**config.mk**
```make
export PLATFORM = sky130hd
export DESIGN_NAME = cyclic_shift_text_codec_core
export DESIGN_NICKNAME = d
export VERILOG_FILES = /design/src/sv/cstc_pkg.sv /design/src/sv/cyclic_shift_text_codec_core.sv /design/src/sv/cstc_front.sv /design/src/sv/cstc_fifo.sv /design/src/sv/cstc_back.sv
export SDC_FILE = /design/constraint.sdc
export NUM_CORES = 1
export LEC_CHECK = 0
export BUFFER_PORTS_ARGS = -buffer_cell sky130_fd_sc_hd__buf_2
export CAP_MARGIN = 25
export CELL_PAD_IN_SITES_DETAIL_PLACEMENT = 0
export CELL_PAD_IN_SITES_GLOBAL_PLACEMENT = 1
export CORE_MARGIN = 1
export CORE_UTILIZATION = 56
export DETAILED_ROUTE_END_ITERATION = 12
export PLACE_DENSITY_LB_ADDON = 0.1
export SLEW_MARGIN = 20
export SYNTH_ARGS = -nofsm -noshare
export SYNTH_HDL_FRONTEND = slang
export SYNTH_SLANG_ARGS = --single-unit
```
**constraint.sdc**
```tcl
create_clock -name clk -period 29.9 [get_ports clk]
set_input_delay 2.99 -clock clk [delete_from_list [all_inputs] [get_ports clk]]
set_output_delay 2.99 -clock clk [all_outputs]
set_load 0.02 [all_outputs]
```
**src/sv/cstc_pkg.sv**
```systemverilog
package cstc_pkg;

  localparam int FifoDepth = 4;
  localparam int PtrW      = $clog2(FifoDepth);
  localparam int CntW      = $clog2(FifoDepth + 1);
  localparam int MaxSlots  = 4;

  localparam logic REG_PERIOD    = 1'b0;
  localparam logic REG_DIRECTION = 1'b1;

  localparam logic [7:0] CH_LF = 8'h0A;
  localparam logic [7:0] CH_LT = 8'h3C;
  localparam logic [7:0] CH_E  = 8'h45;
  localparam logic [7:0] CH_GT = 8'h3E;

  localparam logic [7:0] CTRL_LOW  = 8'd32;
  localparam logic [7:0] CTRL_HIGH = 8'd127;

  typedef struct packed {
    logic [7:0] value;
    logic       has;
    logic       ctrl;
    logic       stat;
    logic       last;
  } slot_t;

  // One command holds every result that a single input item causes,
  // slot 0 first.
  typedef struct packed {
    logic [2:0]                cnt;
    slot_t [MaxSlots-1:0]      slot;
  } cmd_t;

  typedef struct packed {
    logic full;
    logic empty;
  } fifo_status_t;

endpackage

```
**src/sv/cyclic_shift_text_codec_core.sv**
```systemverilog
// Cyclic shift text codec: codes the body of a text one byte per input
// transfer, in either direction as set by the direction register, with a
// period register for the shift cycle and newline grouping. The block
// takes one input item per clock cycle unless in_stall is raised. An item
// gives zero to four results; each result leaves in a transfer of its own,
// so the output side sets the sustained rate at one result per cycle while
// out_stall is low, and items that expand (a newline when encoding, broken
// markers when decoding) hold the input back only once the four-entry
// command queue between front and back has filled. The first result of an
// item passes through the command queue and then the output register before
// it appears at the output. Write the registers only while the block is idle.
module cyclic_shift_text_codec_core import cstc_pkg::*; (
  input  logic       clk,
  input  logic       rst,
  input  logic       in_valid,
  output logic       in_stall,
  input  logic [7:0] data_byte,
  input  logic       end_of_text,
  output logic       out_valid,
  input  logic       out_stall,
  output logic [7:0] out_byte,
  output logic       has_byte,
  output logic       ctrl_char,
  output logic       status,
  output logic       last,
  input  logic       cfg_we,
  input  logic       cfg_index,
  input  logic [7:0] cfg_data
);

  fifo_status_t fifo_st;
  logic         push;
  logic         pop;
  cmd_t         push_cmd;
  cmd_t         pop_cmd;

  cstc_front u_front (
    .clk         (clk),
    .rst         (rst),
    .in_valid    (in_valid),
    .in_stall    (in_stall),
    .data_byte   (data_byte),
    .end_of_text (end_of_text),
    .cfg_we      (cfg_we),
    .cfg_index   (cfg_index),
    .cfg_data    (cfg_data),
    .fifo_st     (fifo_st),
    .push        (push),
    .push_cmd    (push_cmd)
  );

  cstc_fifo u_fifo (
    .clk      (clk),
    .rst      (rst),
    .push     (push),
    .push_cmd (push_cmd),
    .pop      (pop),
    .pop_cmd  (pop_cmd),
    .status   (fifo_st)
  );

  cstc_back u_back (
    .clk       (clk),
    .rst       (rst),
    .fifo_st   (fifo_st),
    .pop_cmd   (pop_cmd),
    .pop       (pop),
    .out_valid (out_valid),
    .out_stall (out_stall),
    .out_byte  (out_byte),
    .has_byte  (has_byte),
    .ctrl_char (ctrl_char),
    .status    (status),
    .last      (last)
  );

endmodule

```
**src/sv/cstc_front.sv**
```systemverilog
module cstc_front import cstc_pkg::*; (
  input  logic         clk,
  input  logic         rst,
  input  logic         in_valid,
  output logic         in_stall,
  input  logic [7:0]   data_byte,
  input  logic         end_of_text,
  input  logic         cfg_we,
  input  logic         cfg_index,
  input  logic [7:0]   cfg_data,
  input  fifo_status_t fifo_st,
  output logic         push,
  output cmd_t         push_cmd
);

  logic [7:0] period;
  logic       direction;
  logic [7:0] shift_step, shift_step_next;
  logic [7:0] nl_count, nl_count_next;
  logic [1:0] held, held_next;
  logic [7:0] recent0, recent0_next;
  logic [7:0] recent1, recent1_next;
  logic       err, err_next;
  logic       accept;

  function automatic logic [7:0] cur_step(input logic [7:0] sc, input logic [7:0] per);
    return (sc == 8'd0 || sc > per) ? 8'd1 : sc;
  endfunction

  function automatic logic [7:0] adv_step(input logic [7:0] s);
    return (s == 8'hFF) ? 8'd1 : s + 8'd1;
  endfunction

  function automatic logic [7:0] shift_byte(input logic [7:0] b, input logic [7:0] s,
                                            input logic up_on_odd);
    logic [8:0] sum;
    logic [7:0] mag;
    sum = {1'b0, s} + 9'd1;
    mag = sum[8:1];
    return (s[0] == up_on_odd) ? b + mag : b - mag;
  endfunction

  function automatic logic is_ctrl(input logic [7:0] b);
    return (b < CTRL_LOW) || (b >= CTRL_HIGH);
  endfunction

  function automatic slot_t mk_slot(input logic [7:0] v, input logic h, input logic c,
                                    input logic s, input logic l);
    slot_t r;
    r.value = v;
    r.has   = h;
    r.ctrl  = c;
    r.stat  = s;
    r.last  = l;
    return r;
  endfunction

  cmd_t       cmd;
  logic [2:0] k;
  logic [7:0] st, s, c, nl_sat;
  logic       amb, go;

  always_comb begin
    cmd             = '0;
    k               = 3'd0;
    st              = shift_step;
    s               = 8'd0;
    c               = 8'd0;
    nl_sat          = 8'd0;
    amb             = 1'b0;
    go              = 1'b0;
    shift_step_next = shift_step;
    nl_count_next   = nl_count;
    held_next       = held;
    recent0_next    = recent0;
    recent1_next    = recent1;
    err_next        = err;

    if (direction) begin
      if (end_of_text) begin
        if (!err) begin
          cmd.slot[0] = mk_slot(CH_LF, 1'b1, 1'b0, 1'b0, 1'b1);
          k = 3'd1;
        end
      end else if (!err) begin
        if (data_byte == CH_LF) begin
          cmd.slot[0] = mk_slot(CH_LT, 1'b1, 1'b0, 1'b0, 1'b0);
          cmd.slot[1] = mk_slot(CH_E,  1'b1, 1'b0, 1'b0, 1'b0);
          cmd.slot[2] = mk_slot(CH_GT, 1'b1, 1'b0, 1'b0, 1'b0);
          k = 3'd3;
          nl_sat = (nl_count == 8'hFF) ? nl_count : nl_count + 8'd1;
          if (nl_sat >= period) begin
            cmd.slot[3]   = mk_slot(CH_LF, 1'b1, 1'b0, 1'b0, 1'b0);
            k             = 3'd4;
            nl_count_next = 8'd0;
            recent1_next  = CH_GT;
            recent0_next  = CH_LF;
          end else begin
            nl_count_next = nl_sat;
            recent1_next  = CH_E;
            recent0_next  = CH_GT;
          end
        end else begin
          s   = cur_step(shift_step, period);
          c   = shift_byte(data_byte, s, 1'b1);
          amb = (c == CH_LF) || (recent1 == CH_LT && recent0 == CH_E && c == CH_GT);
          shift_step_next = adv_step(s);
          recent1_next    = recent0;
          recent0_next    = c;
          cmd.slot[0]     = mk_slot(c, 1'b1, is_ctrl(data_byte), amb, amb);
          k               = 3'd1;
          err_next        = amb;
        end
      end
    end else begin
      if (end_of_text) begin
        // Held marker bytes turn out to be ordinary characters.
        if (held >= 2'd1) begin
          s  = cur_step(st, period);
          c  = shift_byte(CH_LT, s, 1'b0);
          cmd.slot[k[1:0]] = mk_slot(c, 1'b1, is_ctrl(c), 1'b0, 1'b0);
          k  = k + 3'd1;
          st = adv_step(s);
        end
        if (held >= 2'd2) begin
          s  = cur_step(st, period);
          c  = shift_byte(CH_E, s, 1'b0);
          cmd.slot[k[1:0]] = mk_slot(c, 1'b1, is_ctrl(c), 1'b0, 1'b0);
          k  = k + 3'd1;
          st = adv_step(s);
        end
        if (k == 3'd0) begin
          cmd.slot[0] = mk_slot(8'd0, 1'b0, 1'b0, 1'b0, 1'b1);
          k = 3'd1;
        end else begin
          cmd.slot[k[1:0] - 2'd1].last = 1'b1;
        end
      end else begin
        go = 1'b1;
        if (held == 2'd1) begin
          if (data_byte == CH_E) begin
            held_next = 2'd2;
            go        = 1'b0;
          end else begin
            s  = cur_step(st, period);
            c  = shift_byte(CH_LT, s, 1'b0);
            cmd.slot[k[1:0]] = mk_slot(c, 1'b1, is_ctrl(c), 1'b0, 1'b0);
            k  = k + 3'd1;
            st = adv_step(s);
            held_next = 2'd0;
          end
        end else if (held >= 2'd2) begin
          held_next = 2'd0;
          if (data_byte == CH_GT) begin
            cmd.slot[0] = mk_slot(CH_LF, 1'b1, 1'b0, 1'b0, 1'b0);
            k  = 3'd1;
            go = 1'b0;
          end else begin
            s  = cur_step(st, period);
            c  = shift_byte(CH_LT, s, 1'b0);
            cmd.slot[k[1:0]] = mk_slot(c, 1'b1, is_ctrl(c), 1'b0, 1'b0);
            k  = k + 3'd1;
            st = adv_step(s);
            s  = cur_step(st, period);
            c  = shift_byte(CH_E, s, 1'b0);
            cmd.slot[k[1:0]] = mk_slot(c, 1'b1, is_ctrl(c), 1'b0, 1'b0);
            k  = k + 3'd1;
            st = adv_step(s);
          end
        end
        if (go) begin
          if (data_byte == CH_LT) begin
            held_next = 2'd1;
          end else if (data_byte != CH_LF) begin
            s  = cur_step(st, period);
            c  = shift_byte(data_byte, s, 1'b0);
            cmd.slot[k[1:0]] = mk_slot(c, 1'b1, is_ctrl(c), 1'b0, 1'b0);
            k  = k + 3'd1;
            st = adv_step(s);
          end
        end
        shift_step_next = st;
      end
    end

    // End of text starts the next text from a clean state in both directions.
    if (end_of_text) begin
      shift_step_next = 8'd1;
      nl_count_next   = 8'd0;
      held_next       = 2'd0;
      recent0_next    = 8'd0;
      recent1_next    = 8'd0;
      err_next        = 1'b0;
    end
    cmd.cnt = k;
  end

  assign in_stall = fifo_st.full;
  assign accept   = in_valid && !fifo_st.full;
  assign push     = accept && (k != 3'd0);
  assign push_cmd = cmd;

  always_ff @(posedge clk) begin
    if (rst) begin
      period     <= 8'd6;
      direction  <= 1'b0;
      shift_step <= 8'd1;
      nl_count   <= 8'd0;
      held       <= 2'd0;
      recent0    <= 8'd0;
      recent1    <= 8'd0;
      err        <= 1'b0;
    end else begin
      if (cfg_we) begin
        if (cfg_index == REG_PERIOD) begin
          period <= cfg_data;
        end else begin
          direction <= cfg_data[0];
        end
      end
      if (accept) begin
        shift_step <= shift_step_next;
        nl_count   <= nl_count_next;
        held       <= held_next;
        recent0    <= recent0_next;
        recent1    <= recent1_next;
        err        <= err_next;
      end
    end
  end

  a_no_output_after_error: assert property (@(posedge clk) disable iff (rst)
    (accept && direction && err && !end_of_text) |-> !push)
    else $error("result produced after an ambiguity error");

  a_error_ends_text: assert property (@(posedge clk) disable iff (rst)
    (push && push_cmd.slot[0].stat) |-> (push_cmd.cnt == 3'd1 && push_cmd.slot[0].last))
    else $error("ambiguity result is not the single final result");

  a_eot_clears: assert property (@(posedge clk) disable iff (rst)
    (accept && end_of_text) |=> (held == 2'd0 && !err && shift_step == 8'd1))
    else $error("end of text did not clear the text state");

endmodule

```
**src/sv/cstc_fifo.sv**
```systemverilog
module cstc_fifo import cstc_pkg::*; (
  input  logic         clk,
  input  logic         rst,
  input  logic         push,
  input  cmd_t         push_cmd,
  input  logic         pop,
  output cmd_t         pop_cmd,
  output fifo_status_t status
);

  cmd_t            store [FifoDepth];
  logic [PtrW-1:0] wr_ptr;
  logic [PtrW-1:0] rd_ptr;
  logic [CntW-1:0] count;

  assign status.full  = (count == CntW'(FifoDepth));
  assign status.empty = (count == '0);
  assign pop_cmd      = store[rd_ptr];

  always_ff @(posedge clk) begin
    if (push) begin
      store[wr_ptr] <= push_cmd;
    end
  end

  always_ff @(posedge clk) begin
    if (rst) begin
      wr_ptr <= '0;
      rd_ptr <= '0;
      count  <= '0;
    end else begin
      if (push) begin
        wr_ptr <= wr_ptr + 1'b1;
      end
      if (pop) begin
        rd_ptr <= rd_ptr + 1'b1;
      end
      case ({push, pop})
        2'b10:   count <= count + 1'b1;
        2'b01:   count <= count - 1'b1;
        default: count <= count;
      endcase
    end
  end

  a_no_overflow: assert property (@(posedge clk) disable iff (rst)
    push |-> !status.full)
    else $error("queue written while full");

  a_no_underflow: assert property (@(posedge clk) disable iff (rst)
    pop |-> !status.empty)
    else $error("queue read while empty");

  a_count_bound: assert property (@(posedge clk) disable iff (rst)
    count <= CntW'(FifoDepth))
    else $error("queue occupancy out of range");

endmodule

```
**src/sv/cstc_back.sv**
```systemverilog
module cstc_back import cstc_pkg::*; (
  input  logic         clk,
  input  logic         rst,
  input  fifo_status_t fifo_st,
  input  cmd_t         pop_cmd,
  output logic         pop,
  output logic         out_valid,
  input  logic         out_stall,
  output logic [7:0]   out_byte,
  output logic         has_byte,
  output logic         ctrl_char,
  output logic         status,
  output logic         last
);

  cmd_t cur;
  logic cur_valid;
  logic take;
  logic need;

  assign take = cur_valid && !out_stall;
  // A new command is needed once the present one has handed over its final result.
  assign need = !cur_valid || (take && cur.cnt == 3'd1);
  assign pop  = need && !fifo_st.empty;

  assign out_valid = cur_valid;
  assign out_byte  = cur.slot[0].value;
  assign has_byte  = cur.slot[0].has;
  assign ctrl_char = cur.slot[0].ctrl;
  assign status    = cur.slot[0].stat;
  assign last      = cur.slot[0].last;

  always_ff @(posedge clk) begin
    if (pop) begin
      cur <= pop_cmd;
    end else if (take) begin
      cur.cnt  <= cur.cnt - 3'd1;
      for (int i = 0; i < MaxSlots - 1; i++) begin
        cur.slot[i] <= cur.slot[i+1];
      end
    end
  end

  always_ff @(posedge clk) begin
    if (rst) begin
      cur_valid <= 1'b0;
    end else if (need) begin
      cur_valid <= !fifo_st.empty;
    end
  end

  a_count_nonzero: assert property (@(posedge clk) disable iff (rst)
    cur_valid |-> (cur.cnt != 3'd0 && cur.cnt <= 3'(MaxSlots)))
    else $error("active command holds no results");

  a_last_only_at_end: assert property (@(posedge clk) disable iff (rst)
    (cur_valid && cur.slot[0].last) |-> (cur.cnt == 3'd1))
    else $error("final flag before the end of a command");

  a_empty_result_is_final: assert property (@(posedge clk) disable iff (rst)
    (cur_valid && !cur.slot[0].has) |-> (cur.slot[0].last && cur.slot[0].value == 8'd0))
    else $error("result without a byte that is not the final one");

endmodule

```
==> impl_metrics.json <==
{
  "finalSetupViolations": 0,
  "n_fill_cell": 2275,
  "grt_pass1_vias": 12000,
  "r2r_end": "u_fifo.store[1][14]",
  "numCtsBuffers": 29,
  "power_density_nw_per_um2": 82.6,
  "crit_fanout": 16,
  "cts-root-buf": "clkbuf_16",
  "fp-row-count": 62,
  "ys.flop_type": "edfxtp_1",
  "async_reset_ff_share_pct": 0,
  "vias_per_cell": 6.48,
  "post_cts_resized": 0,
  "post_cts.repair.setup_buffers": 0,
  "period_share_pct": 51.0,
  "r2r_slack_ps": 14660,
  "final_nets": 1622,
  "drc": 0,
  "max-clock-path-buffers": 3,
  "post-route-min-period_ps": 15240,
  "initial_core_util_pct": 57.5,
  "num_antenna_cells": 0,
  "p_total_mw": 1.50,
  "vias": 12400,
  "synth_top_area_share_pct": 42.6,
  "cp-start-kind": "flop",
  "cts.sinks": 290,
  "crit_path_end_kind": "flop",
  "synth_area_leaders": "edfxtp_1 (43%), dfxtp_1 (6.5%), mux4_2 (6.4%)",
  "antenna_left": 0,
  "synth_most_common_cell": "edfxtp_1",
  "fmax_ghz": 0.0656,
  "drt_wl_total_mm": 46.6,
  "syn_inst": 1489,
  "core_sq_um": 28900,
  "r2r_start": "u_front.shift_step[3]",
  "final_util_pct": 62.7,
  "max_stage_delay_ps": 800,
  "hold_class": "flop to flop",
  "die_area_sq_um": 30400,
  "hold_depth": 2,
  "grt_max_degree": 55,
  "globalRouteTotalUtil_pct": 30.9,
  "grt_remaining_overflow": 0,
  "yosysUniqueCellTypes": 87,
  "power_frac_clock_pct": 23.5,
  "drt_iter0_drc": 1217,
  "area_growth_syn_to_layout_pct": 9.15,
  "cts_tree": "done",
  "maxCapViolations": 0,
  "place_congestion": 0.962,
  "crit_buf_inv": 5,
  "rsz0062_at_grt": "no",
  "p_sw_mw": 0.551,
  "path_delay_family": "simple AND/OR/NAND/NOR gates",
  "path_clk_slew_ps": 70,
  "grt_first_pass_wirelength_mm": 71.7,
  "slowest_stage": "dfxtp_1",
  "skew_ps": 26.2,
  "outcome": "finished, final reports clean",
  "tns_ps": 0,
  "drv_slew": 0,
  "drive_gt1_share_pct": 14.6,
  "seq_area_frac_synth_pct": 49.1,
  "ff2ff_path_depth": 53,
  "worstPathRequired_ps": 30140,
  "cts_max_level": 1,
  "fp.dieW_um": 174,
  "yosys_warnings": 0,
  "first_pass_iters": 5,
  "switching_share_pct": 36.7,
  "crit_type": "flop to flop",
  "dp_hpwl_mm": 32.5,
  "synth_area_sq_um": 16600,
  "ys_seq_elements": 290,
  "clk_latency_ps": 560,
  "avgSynthCellArea_sq_um": 11.2,
  "p_leak_nw": 6.53,
  "internal_power_mw": 0.949,
  "holdPathEnd": "u_front.recent1[0]",
  "die_y_um": 174,
  "ctsHoldBuffers": 0,
  "io_buffer_count": 36,
  "cp_common_cell": "ha_1",
  "wl_per_cell_um": 24.2,
  "hold_viol": 0,
  "hp-start": "u_front.recent1[0]",
  "synth-edff-count": 236,
  "maxSlewHeadroom_pct": 32.6,
  "worst-path-stages": 53,
  "synth_commonest_cells": "edfxtp_1 (236), nor2_1 (145), nand2_1 (111)",
  "timing_worst_slew_pin_value_ps": 1000,
  "antenna_found_initial": 0,
  "cp.arrival_ps": 15480,
  "ir_worst_vdd_mv": 0.0497,
  "power_frac_seq_pct": 38.0,
  "yosys.area.top_type": "edfxtp_1",
  "io_pins": 37,
  "power_frac_comb_pct": 38.5
}
-- worst reg2reg max path, delay by kind of cell (launching register included) --
kind,cells,cell delay (ps)
xor+xnor,3,900
fa+ha+maj,7,2500
mux,2,780
flops,1,800
buf+inv,5,1340
simple gates,22,5440
compound gates,14,3180
-- metrics by stage --
step                      worst slack (ps)  cells  cell area (sq um)  hold WS, ps
after floorplan                      17820   1496              16700          427
final                                14660   1922              18100          453
after CTS                            15080   1920              18100          454
after global routing                 13630   1922              18100          472
after global placement               15420   1867              17200          443
after detailed placement             15150   1867              17200          445
-- power by group through the flow --
stage | Combinational [mW] | Sequential [mW] | Clock [mW]
6_report | 0.577 | 0.570 | 0.353
5_1_grt | 0.621 | 0.576 | 0.370
4_1_cts | 0.560 | 0.580 | 0.357
3_5_place_dp | 0.553 | 0.585 | 0
3_3_place_gp | 0.549 | 0.581 | 0
2_1_floorplan | 0.411 | 0.566 | 0
-- layout by cell type (no fill, tap or decap), types with 14 or more instances in the layout --
cell,synthesis,layout
mux4_2,47,47
a21o_1,22,22
edfxtp_1,236,236
ha_1,80,80
a22oi_1,20,20
nor3_1,27,27
nand2b_1,15,15
o21ai_0,70,70
a31oi_1,14,14
o211ai_1,14,14
inv_1,73,73
buf_2,10,36
nand2_1,111,111
buf_4,10,18
nor2_1,145,145
dfxtp_1,54,52
nor2b_1,14,14
nand3_1,22,22
clkbuf_16,0,29
xnor2_1,57,57
a21oi_1,94,93
mux2_2,36,36
-- cell type report --
| type | count | area, sq um | area share [%] |
|---|---|---|---|
| Multi-Input combinational cell | 1063 | 7930 | 43.7 |
| Clock inverter | 21 | 176 | 0.972 |
| Tap cell | 384 | 480 | 2.65 |
| Clock buffer | 32 | 737 | 4.06 |
| Sequential cell | 290 | 8170 | 45.0 |
| Inverter | 76 | 287 | 1.58 |
| Timing Repair Buffer | 56 | 363 | 2.00 |
-- sequential cells by signal, indices dropped and copies added, names as in the netlist, 2 cells and up, named ones only --
| name | cells |
|---|---|
| u_fifo.store | 188 |
| u_back.cur | 36 |
| u_back.out_byte | 8 |
| u_front.nl_count | 8 |
| u_front.period | 8 |
| u_front.recent0 | 8 |
| u_front.recent1 | 8 |
| u_front.shift_step | 8 |
| u_fifo.count | 3 |
| u_fifo.rd_ptr | 2 |
| u_fifo.wr_ptr | 2 |
| u_front.held | 2 |
-- cells by family (layout without fill, tap and decap cells) --
logic type | Yosys count | in the layout | synth area share, %
adders and majority gates | 83 | 83 | 6.38
DFF | 290 | 290 | 49.1
buffers and inverters | 143 | 185 | 3.54
xor gates and xnor gates | 71 | 71 | 3.82
AOI/OAI and AO/OA | 376 | 376 | 15.3
muxes | 95 | 95 | 9.55
and+or+nand+nor | 430 | 430 | 12.3
other | 1 | 8 | 0.0226
-- worst max path at each step --
stage	endpoint	start	slack (ps)
after floorplan	u_fifo.store[0][14]	u_front.shift_step[0]	17820
after global placement	u_fifo.store[0][14]	u_front.shift_step[3]	15420
after detailed placement	u_fifo.store[1][14]	u_front.shift_step[3]	15150
after CTS	u_fifo.store[1][14]	u_front.shift_step[3]	15080
after global routing	u_fifo.store[1][14]	u_front.shift_step[3]	13630
final	u_fifo.store[1][14]	u_front.shift_step[3]	14660
-- routing by layer --
layer | up-vias | routed length [um] | global-route usage (%) | part of all wire (%)
met2 | 504 | 22100 | 51.4 | 48
li1 | 5704 | - | - | -
met3 | 109 | 2870 | 3.35 | 6.2
met4 | 0 | 1890 | 12.3 | 4.1
met5 | - | 0 | 0 | 0
met1 | 6130 | 19700 | 41.5 | 42
Note: power is estimated with default switching activity, not from simulation.
